<file path="src/rtl/core/integer_matrix_multiply_top_assert.svh">
// Assertion macros used by the top-level file to check its own behavior.
`ifndef INTEGER_MATRIX_MULTIPLY_TOP_ASSERT_SVH
`define INTEGER_MATRIX_MULTIPLY_TOP_ASSERT_SVH

// The consequent must hold in the same cycle as the antecedent.
`define IMM_ASSERT_SAME(label, clk, rst_n, ante, cons) \
    label: assert property (@(posedge clk) disable iff (!rst_n) (ante) |-> (cons)) \
        else $error("assertion failed");

// The consequent must hold in the cycle after the antecedent.
`define IMM_ASSERT_NEXT(label, clk, rst_n, ante, cons) \
    label: assert property (@(posedge clk) disable iff (!rst_n) (ante) |=> (cons)) \
        else $error("assertion failed");

`endif

</file>
<file path="src/rtl/core/imm_pkg.sv">
package imm_pkg;

    localparam int DIM_W     = 4;
    localparam int INDEX_W   = 3;
    localparam int PRODUCT_W = 36;
    localparam int IN_W      = 16;

    typedef enum logic [1:0] {
        CFG_ROWS_A    = 2'd0,
        CFG_INNER_DIM = 2'd1,
        CFG_COLS_B    = 2'd2
    } cfg_index_t;

    typedef enum logic [1:0] {
        ST_LOAD,
        ST_MAC,
        ST_DRAIN,
        ST_OUT
    } imm_state_t;

    typedef struct packed {
        logic [DIM_W-1:0] ra;
        logic [DIM_W-1:0] kd;
        logic [DIM_W-1:0] cb;
    } dims_t;

    typedef struct packed {
        logic load_en;
        logic issue;
        logic next_elem;
    } ctrl_cmd_t;

    typedef struct packed {
        logic load_done;
        logic k_last;
        logic pipe_busy;
        logic elem_last;
    } dp_status_t;

endpackage

</file>
<file path="src/rtl/core/integer_matrix_multiply_top.sv">
// Integer matrix multiplier. Matrix A (rows_a by inner_dim) and then matrix B
// (inner_dim by cols_b) arrive as one request stream, row-major, one element
// per cycle while loading. Right after the final element of B is taken the
// block stops taking input and delivers every product element in row-major
// order with its row and column index; last marks the final one. For each product
// element the inner terms pass one per cycle through the single multiply-accumulate
// unit fed by one read port on each store; its read, multiply and accumulate stages
// then drain, and the accumulator is held as the product until the output is taken.
// A dimension register holding 0 acts as 1, one above MAX_DIM acts as MAX_DIM.
// Writing any dimension register drops a partly loaded pair of matrices.
`include "integer_matrix_multiply_top_assert.svh"

module integer_matrix_multiply_top #(
    parameter int MAX_DIM    = 8,
    parameter int ELEM_WIDTH = 16
) (
    input  logic                                 clk,
    input  logic                                 rst_n,
    input  logic                                 cfg_we,
    input  logic [1:0]                           cfg_index,
    input  logic [imm_pkg::DIM_W-1:0]            cfg_data,
    input  logic                                 in_valid,
    output logic                                 in_ready,
    input  logic signed [imm_pkg::IN_W-1:0]      element,
    output logic                                 out_valid,
    input  logic                                 out_ready,
    output logic signed [imm_pkg::PRODUCT_W-1:0] product,
    output logic [imm_pkg::INDEX_W-1:0]          row_index,
    output logic [imm_pkg::INDEX_W-1:0]          col_index,
    output logic                                 last
);

    localparam int DW = imm_pkg::DIM_W;

    logic [DW-1:0]         rows_a_reg;
    logic [DW-1:0]         inner_dim_reg;
    logic [DW-1:0]         cols_b_reg;
    logic                  load_restart;
    imm_pkg::dims_t        dims;
    imm_pkg::ctrl_cmd_t    cmd;
    imm_pkg::dp_status_t   status;

    function automatic logic [DW-1:0] eff_dim(input logic [DW-1:0] v);
        logic [DW-1:0] r;
        if (v == '0)
        begin
            r = DW'(1);
        end
        else if (v > DW'(MAX_DIM))
        begin
            r = DW'(MAX_DIM);
        end
        else
        begin
            r = v;
        end
        return r;
    endfunction

    assign load_restart = cfg_we && ((cfg_index == imm_pkg::CFG_ROWS_A)
                                  || (cfg_index == imm_pkg::CFG_INNER_DIM)
                                  || (cfg_index == imm_pkg::CFG_COLS_B));

    always_ff @(posedge clk or negedge rst_n)
    begin
        if (!rst_n)
        begin
            rows_a_reg    <= DW'(8);
            inner_dim_reg <= DW'(8);
            cols_b_reg    <= DW'(8);
        end
        else if (cfg_we)
        begin
            case (cfg_index)
                imm_pkg::CFG_ROWS_A:    rows_a_reg    <= cfg_data;
                imm_pkg::CFG_INNER_DIM: inner_dim_reg <= cfg_data;
                imm_pkg::CFG_COLS_B:    cols_b_reg    <= cfg_data;
                default:                rows_a_reg    <= rows_a_reg;
            endcase
        end
    end

    assign dims.ra = eff_dim(rows_a_reg);
    assign dims.kd = eff_dim(inner_dim_reg);
    assign dims.cb = eff_dim(cols_b_reg);

    imm_ctrl u_ctrl (
        .clk       (clk),
        .rst_n     (rst_n),
        .in_valid  (in_valid),
        .out_ready (out_ready),
        .status    (status),
        .in_ready  (in_ready),
        .out_valid (out_valid),
        .cmd       (cmd)
    );

    imm_datapath #(
        .MAX_DIM    (MAX_DIM),
        .ELEM_WIDTH (ELEM_WIDTH)
    ) u_datapath (
        .clk          (clk),
        .rst_n        (rst_n),
        .dims         (dims),
        .load_restart (load_restart),
        .cmd          (cmd),
        .element      (element),
        .status       (status),
        .product      (product),
        .row_index    (row_index),
        .col_index    (col_index),
        .last         (last)
    );

    `IMM_ASSERT_SAME(a_no_input_while_output, clk, rst_n, out_valid, !in_ready)
    `IMM_ASSERT_NEXT(a_compute_after_load, clk, rst_n,
        in_valid && in_ready && status.load_done, !in_ready && !out_valid)
    `IMM_ASSERT_SAME(a_last_at_corner, clk, rst_n, out_valid && last,
        (DW'(row_index) == dims.ra - DW'(1)) && (DW'(col_index) == dims.cb - DW'(1)))

endmodule

</file>
<file path="src/rtl/core/imm_ctrl.sv">
module imm_ctrl (
    input  logic                   clk,
    input  logic                   rst_n,
    input  logic                   in_valid,
    input  logic                   out_ready,
    input  imm_pkg::dp_status_t    status,
    output logic                   in_ready,
    output logic                   out_valid,
    output imm_pkg::ctrl_cmd_t     cmd
);

    imm_pkg::imm_state_t state_reg;
    imm_pkg::imm_state_t state_next;

    always_ff @(posedge clk or negedge rst_n)
    begin
        if (!rst_n)
        begin
            state_reg <= imm_pkg::ST_LOAD;
        end
        else
        begin
            state_reg <= state_next;
        end
    end

    always_comb
    begin
        state_next = state_reg;
        case (state_reg)
            imm_pkg::ST_LOAD:
            begin
                if (in_valid && status.load_done)
                begin
                    state_next = imm_pkg::ST_MAC;
                end
            end
            imm_pkg::ST_MAC:
            begin
                if (status.k_last)
                begin
                    state_next = imm_pkg::ST_DRAIN;
                end
            end
            imm_pkg::ST_DRAIN:
            begin
                if (!status.pipe_busy)
                begin
                    state_next = imm_pkg::ST_OUT;
                end
            end
            imm_pkg::ST_OUT:
            begin
                if (out_ready)
                begin
                    state_next = status.elem_last ? imm_pkg::ST_LOAD : imm_pkg::ST_MAC;
                end
            end
            default:
            begin
                state_next = imm_pkg::ST_LOAD;
            end
        endcase
    end

    always_comb
    begin
        in_ready      = 1'b0;
        out_valid     = 1'b0;
        cmd.load_en   = 1'b0;
        cmd.issue     = 1'b0;
        cmd.next_elem = 1'b0;
        case (state_reg)
            imm_pkg::ST_LOAD:
            begin
                in_ready    = 1'b1;
                cmd.load_en = in_valid;
            end
            imm_pkg::ST_MAC:
            begin
                cmd.issue = 1'b1;
            end
            imm_pkg::ST_DRAIN:
            begin
                cmd.issue = 1'b0;
            end
            imm_pkg::ST_OUT:
            begin
                out_valid     = 1'b1;
                cmd.next_elem = out_ready;
            end
            default:
            begin
                in_ready = 1'b0;
            end
        endcase
    end

endmodule

</file>
<file path="src/rtl/core/imm_datapath.sv">
module imm_datapath #(
    parameter int MAX_DIM    = 8,
    parameter int ELEM_WIDTH = 16
) (
    input  logic                                   clk,
    input  logic                                   rst_n,
    input  imm_pkg::dims_t                         dims,
    input  logic                                   load_restart,
    input  imm_pkg::ctrl_cmd_t                     cmd,
    input  logic signed [imm_pkg::IN_W-1:0]        element,
    output imm_pkg::dp_status_t                    status,
    output logic signed [imm_pkg::PRODUCT_W-1:0]   product,
    output logic [imm_pkg::INDEX_W-1:0]            row_index,
    output logic [imm_pkg::INDEX_W-1:0]            col_index,
    output logic                                   last
);

    localparam int DEPTH  = MAX_DIM * MAX_DIM;
    localparam int AW     = $clog2(DEPTH);
    localparam int IW     = $clog2(MAX_DIM);
    localparam int PW     = 2 * ELEM_WIDTH;
    localparam int DW     = imm_pkg::DIM_W;

    logic [ELEM_WIDTH-1:0] a_mem [DEPTH];
    logic [ELEM_WIDTH-1:0] b_mem [DEPTH];

    logic [ELEM_WIDTH-1:0] elem_ext;

    logic          ld_phase_reg;
    logic [IW-1:0] ld_r_reg;
    logic [IW-1:0] ld_c_reg;
    logic [DW-1:0] row_lim;
    logic [DW-1:0] col_lim;
    logic          ld_row_end;
    logic          ld_col_end;
    logic [AW-1:0] wr_addr;

    logic [IW-1:0] ci_reg;
    logic [IW-1:0] cj_reg;
    logic [IW-1:0] ck_reg;
    logic [AW-1:0] rd_addr_a;
    logic [AW-1:0] rd_addr_b;
    logic          ci_end;
    logic          cj_end;
    logic          ck_end;

    logic signed [ELEM_WIDTH-1:0] rd_a_reg;
    logic signed [ELEM_WIDTH-1:0] rd_b_reg;
    logic                         s1_valid_reg;
    logic                         s1_first_reg;
    logic signed [PW-1:0]         prod_reg;
    logic                         s2_valid_reg;
    logic                         s2_first_reg;
    logic signed [63:0]           prod_wide;
    logic [imm_pkg::PRODUCT_W-1:0] acc_reg;

    generate
        if (ELEM_WIDTH <= imm_pkg::IN_W)
        begin : g_narrow
            assign elem_ext = element[ELEM_WIDTH-1:0];
        end
        else
        begin : g_wide
            assign elem_ext = {(ELEM_WIDTH - imm_pkg::IN_W)'(0), element};
        end
    endgenerate

    // A is loaded as ra rows of kd elements, B as kd rows of cb elements.
    assign row_lim    = ld_phase_reg ? dims.kd : dims.ra;
    assign col_lim    = ld_phase_reg ? dims.cb : dims.kd;
    assign ld_row_end = (DW'(ld_r_reg) == row_lim - DW'(1));
    assign ld_col_end = (DW'(ld_c_reg) == col_lim - DW'(1));
    assign wr_addr    = AW'(ld_r_reg * MAX_DIM + ld_c_reg);

    always_ff @(posedge clk or negedge rst_n)
    begin
        if (!rst_n)
        begin
            ld_phase_reg <= 1'b0;
            ld_r_reg     <= '0;
            ld_c_reg     <= '0;
        end
        else if (load_restart)
        begin
            ld_phase_reg <= 1'b0;
            ld_r_reg     <= '0;
            ld_c_reg     <= '0;
        end
        else if (cmd.load_en)
        begin
            if (ld_col_end)
            begin
                ld_c_reg <= '0;
                if (ld_row_end)
                begin
                    ld_r_reg     <= '0;
                    ld_phase_reg <= !ld_phase_reg;
                end
                else
                begin
                    ld_r_reg <= ld_r_reg + IW'(1);
                end
            end
            else
            begin
                ld_c_reg <= ld_c_reg + IW'(1);
            end
        end
    end

    assign ci_end    = (DW'(ci_reg) == dims.ra - DW'(1));
    assign cj_end    = (DW'(cj_reg) == dims.cb - DW'(1));
    assign ck_end    = (DW'(ck_reg) == dims.kd - DW'(1));
    assign rd_addr_a = AW'(ci_reg * MAX_DIM + ck_reg);
    assign rd_addr_b = AW'(ck_reg * MAX_DIM + cj_reg);

    always_ff @(posedge clk or negedge rst_n)
    begin
        if (!rst_n)
        begin
            ci_reg <= '0;
            cj_reg <= '0;
            ck_reg <= '0;
        end
        else
        begin
            if (cmd.issue)
            begin
                ck_reg <= ck_end ? '0 : ck_reg + IW'(1);
            end
            if (cmd.next_elem)
            begin
                if (cj_end)
                begin
                    cj_reg <= '0;
                    ci_reg <= ci_end ? '0 : ci_reg + IW'(1);
                end
                else
                begin
                    cj_reg <= cj_reg + IW'(1);
                end
            end
        end
    end

    always_ff @(posedge clk)
    begin
        if (cmd.load_en && !ld_phase_reg)
        begin
            a_mem[wr_addr] <= elem_ext;
        end
        if (cmd.load_en && ld_phase_reg)
        begin
            b_mem[wr_addr] <= elem_ext;
        end
        rd_a_reg <= a_mem[rd_addr_a];
        rd_b_reg <= b_mem[rd_addr_b];
    end

    always_ff @(posedge clk or negedge rst_n)
    begin
        if (!rst_n)
        begin
            s1_valid_reg <= 1'b0;
            s2_valid_reg <= 1'b0;
        end
        else
        begin
            s1_valid_reg <= cmd.issue;
            s2_valid_reg <= s1_valid_reg;
        end
    end

    assign prod_wide = 64'(prod_reg);

    always_ff @(posedge clk)
    begin
        s1_first_reg <= (ck_reg == '0);
        s2_first_reg <= s1_first_reg;
        prod_reg     <= rd_a_reg * rd_b_reg;
        if (s2_valid_reg)
        begin
            acc_reg <= s2_first_reg ? prod_wide[imm_pkg::PRODUCT_W-1:0]
                                    : acc_reg + prod_wide[imm_pkg::PRODUCT_W-1:0];
        end
    end

    assign status.load_done = ld_phase_reg && ld_row_end && ld_col_end;
    assign status.k_last    = ck_end;
    assign status.pipe_busy = s1_valid_reg || s2_valid_reg;
    assign status.elem_last = ci_end && cj_end;

    assign product   = signed'(acc_reg);
    assign row_index = imm_pkg::INDEX_W'(ci_reg);
    assign col_index = imm_pkg::INDEX_W'(cj_reg);
    assign last      = ci_end && cj_end;

endmodule

</file>
<file path="config.mk">
export PLATFORM = sky130hd
export DESIGN_NAME = integer_matrix_multiply_top
export DESIGN_NICKNAME = d
export VERILOG_FILES = /design/src/rtl/core/imm_pkg.sv /design/src/rtl/core/integer_matrix_multiply_top.sv /design/src/rtl/core/imm_ctrl.sv /design/src/rtl/core/imm_datapath.sv
export VERILOG_INCLUDE_DIRS = /design/src /design/src/rtl/core
export SDC_FILE = /design/constraint.sdc
export NUM_CORES = 2
export LEC_CHECK = 0
export BUFFER_PORTS_ARGS = -buffer_cell sky130_fd_sc_hd__buf_2
export CAP_MARGIN = 20
export CORE_ASPECT_RATIO = 0.5
export CORE_MARGIN = 2
export CORE_UTILIZATION = 60
export CTS_BUF_LIST = sky130_fd_sc_hd__clkbuf_2 sky130_fd_sc_hd__clkbuf_4 sky130_fd_sc_hd__clkbuf_8
export DETAILED_ROUTE_END_ITERATION = 10
export PLACE_DENSITY = 0.78
export SLEW_MARGIN = 40
export SYNTH_ARGS = -nofsm -noshare
export SYNTH_HDL_FRONTEND = slang
export SYNTH_SLANG_ARGS = --single-unit
</file>
<file path="constraint.sdc">
create_clock -name clk -period 8.45 [get_ports clk]
set_input_delay 1.69 -clock clk [delete_from_list [all_inputs] [get_ports clk]]
set_output_delay 1.69 -clock clk [all_outputs]
set_load 0.02 [all_outputs]
</file>
==> reports/results.ini <==
[clock_tree]
cts.sinks = 2182
clk_pin_slew_ns = 0.09
cts_buffer_depth = 4
cts_setup_buffers = 0
cts_tree = built
holdBufCountCts = 0
clock-root-buffer = clkbuf_8
post_cts_resized = 0
cts_buffers = 300
h-tree-depth = 5
clock_latency_ns = 0.92

[die]
fp-row-count = 102
dieArea_mm2 = 0.160
io-pin-count = 72
start_util_pct = 60.7
core_area_mm2 = 0.155
die_x_um = 565
die_y_um = 284

[yosys]
syn_nets = 5176
synth_top_area_share_pct = 66.4
synthArstFlopShare_pct = 1.47
synth_area_leaders = edfxtp_1, mux4_2, fa_1
synth_area_mm2 = 0.0943
yosys.area.top_type = edfxtp_1
synth_flop_cell = edfxtp_1
synth_cell_types = 69
synth_commonest_cells = edfxtp_1, mux4_2, inv_1, fa_1, nand2_1
ys_ff_latch = 2182
yosysMostFrequentCell = edfxtp_1
syn_inst = 4754
postSynthAreaPerCell_um2 = 19.8
yosys_warnings = 0
synth_edf_count = 2084
yosysSeqAreaShare_pct = 68.6

[worst_setup_path]
startpoint = u_datapath.rd_a_reg[9]$_DFF_P_
cp.arrival_ns = 7.40
required_ns = 9.21
path_max_fanout = 16
critical_path_class = flop to flop
cp-start-kind = flop
r2r_start = u_datapath.rd_a_reg[9]$_DFF_P_
endpoint_kind = flop

[timing]
hold_ws_ns = 0.399
rsz0062_at_grt = false
fmax_mhz = 151
final_max_slew_viol_count = 0
worst_pin_slew_ns = 0.880
period_needed_ns = 6.64
fin_skew_ns = 0.0842
layout_worst_path_cycle_share_pct = 78.6
hold_viol = 0
setup_viol = 0
slew_headroom_pct = 41.2
fin_tns_setup_ns = 0

[finish]
area_growth_pct = 10.0
design_area_mm2 = 0.104
fillers = 9521
layout.cells.non_filler = 7378
drive_above_1_share_pct = 27.1
final_nets = 5503

[drt]
drt.antenna.violating_nets = 0
drtIter0Drc = 6413
wl_per_cell_um = 29.8
first_pass_iters = 6
routed_wl_um = 220000
drc = 0
vias = 47600
routed_via_density = 6.45

[worst_hold_path]
hold_path_class = flop to flop
hp-start = u_datapath.s1_valid_reg$_DFF_PN0_

[grt]
grt_pass1_vias = 48700
grt.overflow.total = 0
grt_max_degree = 119
grt_first_pass_wirelength_um = 323000
grt_use_total_pct = 27.9
grt_antenna_before_repair = 17

[placed_design]
post_dp_cell_area_mm2 = 0.0979
hpwl_um = 138000
portBuffers = 71
placed_cells = 6855
gp_congestion = 0.893

[status]
outcome = finished, final reports clean

[run]
maxCapViolations = 0

-- path summary, 6_finish.rpt --
check	end	slack (ns)	depth (start not counted)
setup / recovery	u_datapath.prod_reg[31]$_DFF_P_	1.81	20
hold / removal	u_datapath.s2_valid_reg$_DFF_PN0_	0.40	0
setup reg to reg	u_datapath.prod_reg[31]$_DFF_P_	1.81	20
hold reg to reg	u_datapath.s2_valid_reg$_DFF_PN0_	0.40	0
max in group asynchronous	rows_a_reg[3]$_DFFE_PN1P_	7.30	1
min in group asynchronous	u_datapath.row_index[1]$_DFFE_PN0P_	0.78	1
-- layout by cell type (no fill, tap or decap), types with 6 or more instances in the layout --
| master | count |
|---|---|
| clkinv_2 | 21 |
| edfxtp_1 | 2084 |
| o21ai_0 | 71 |
| nor2_1 | 172 |
| o21bai_1 | 7 |
| clkinv_1 | 61 |
| nor3_1 | 16 |
| nand2_1 | 208 |
| nand2b_1 | 20 |
| clkbuf_8 | 308 |
| buf_4 | 158 |
| nand3_1 | 23 |
| fa_1 | 263 |
| buf_6 | 11 |
| clkbuf_4 | 107 |
| ha_1 | 132 |
| mux2_2 | 17 |
| nand3b_1 | 7 |
| a211oi_1 | 14 |
| nor2_4 | 13 |
| mux4_2 | 672 |
| dfxtp_1 | 65 |
| a21oi_1 | 54 |
| nor2b_1 | 13 |
| buf_16 | 6 |
| clkinvlp_4 | 6 |
| dfrtp_4 | 8 |
| a31oi_1 | 10 |
| dfrtp_1 | 21 |
| inv_6 | 7 |
| and3_1 | 8 |
| or2_2 | 7 |
| a21o_1 | 24 |
| xor2_1 | 26 |
| o21a_1 | 12 |
| buf_12 | 10 |
| buf_2 | 54 |
| inv_1 | 313 |
| and2_1 | 126 |
| xnor2_1 | 56 |
-- through the flow --
step / util, % / setup slack (ns)
global route: 66.8 / 1.41
floorplan: - / 2.52
global placement: 62.9 / 2.02
finish: 66.8 / 1.81
detailed placement: 63.1 / 1.84
CTS: 66.7 / 1.85
-- critical path: stages, from the launching register on --
cell and delay (ns):
dfxtp_1 0.81, nand2_1 0.19, fa_1 0.53, inv_1 0.06, fa_1 0.48, fa_1 0.65, fa_1 0.46, fa_1 0.49
inv_1 0.05, fa_1 0.47, inv_1 0.04, ha_1 0.34, nand3_1 0.12, and3_1 0.20, a31o_2 0.22, a311oi_1 0.32
nor2_1 0.16, o311ai_0 0.56, a21o_1 0.19, a21oi_1 0.07, xnor2_1 0.13
-- area by class of cell --
| type | instances | area (µm²) | area share [%] |
|---|---|---|---|
| antenna | 3 | 7.51 | 0.00724 |
| clock buffer | 414 | 5030 | 4.85 |
| clock inverter | 102 | 599 | 0.578 |
| inverter | 313 | 1170 | 1.13 |
| multi-input combinational | 2044 | 27600 | 26.6 |
| sequential | 2182 | 64700 | 62.4 |
| tap | 2080 | 2600 | 2.51 |
| timing repair buffer | 240 | 1960 | 1.89 |
-- logic make-up after synthesis --
kind of cell,count (synthesis),synth area share (%)
DFF,2182,68.6
muxes,693,16.3
and+or+nand+nor,638,3.16
buffers and inverters,528,2.20
adders and majority gates,395,7.34
AOI/OAI and AO/OA,236,1.60
xor gates and xnor gates,82,0.762
-- metal layers --
layer / vias up / routed length, µm / GRT usage [%]
met3: 414 / 23500 / 6.50
met1: 25100 / 87100 / 40.9
met4: 14 / 5470 / 7.11
met5: - / 87 / 0
li1: 19400 / - / -
met2: 2678 / 104000 / 43.1
Power is not shown: default switching activity piles up to over one toggle a cycle in this logic, so the estimate is an artifact.
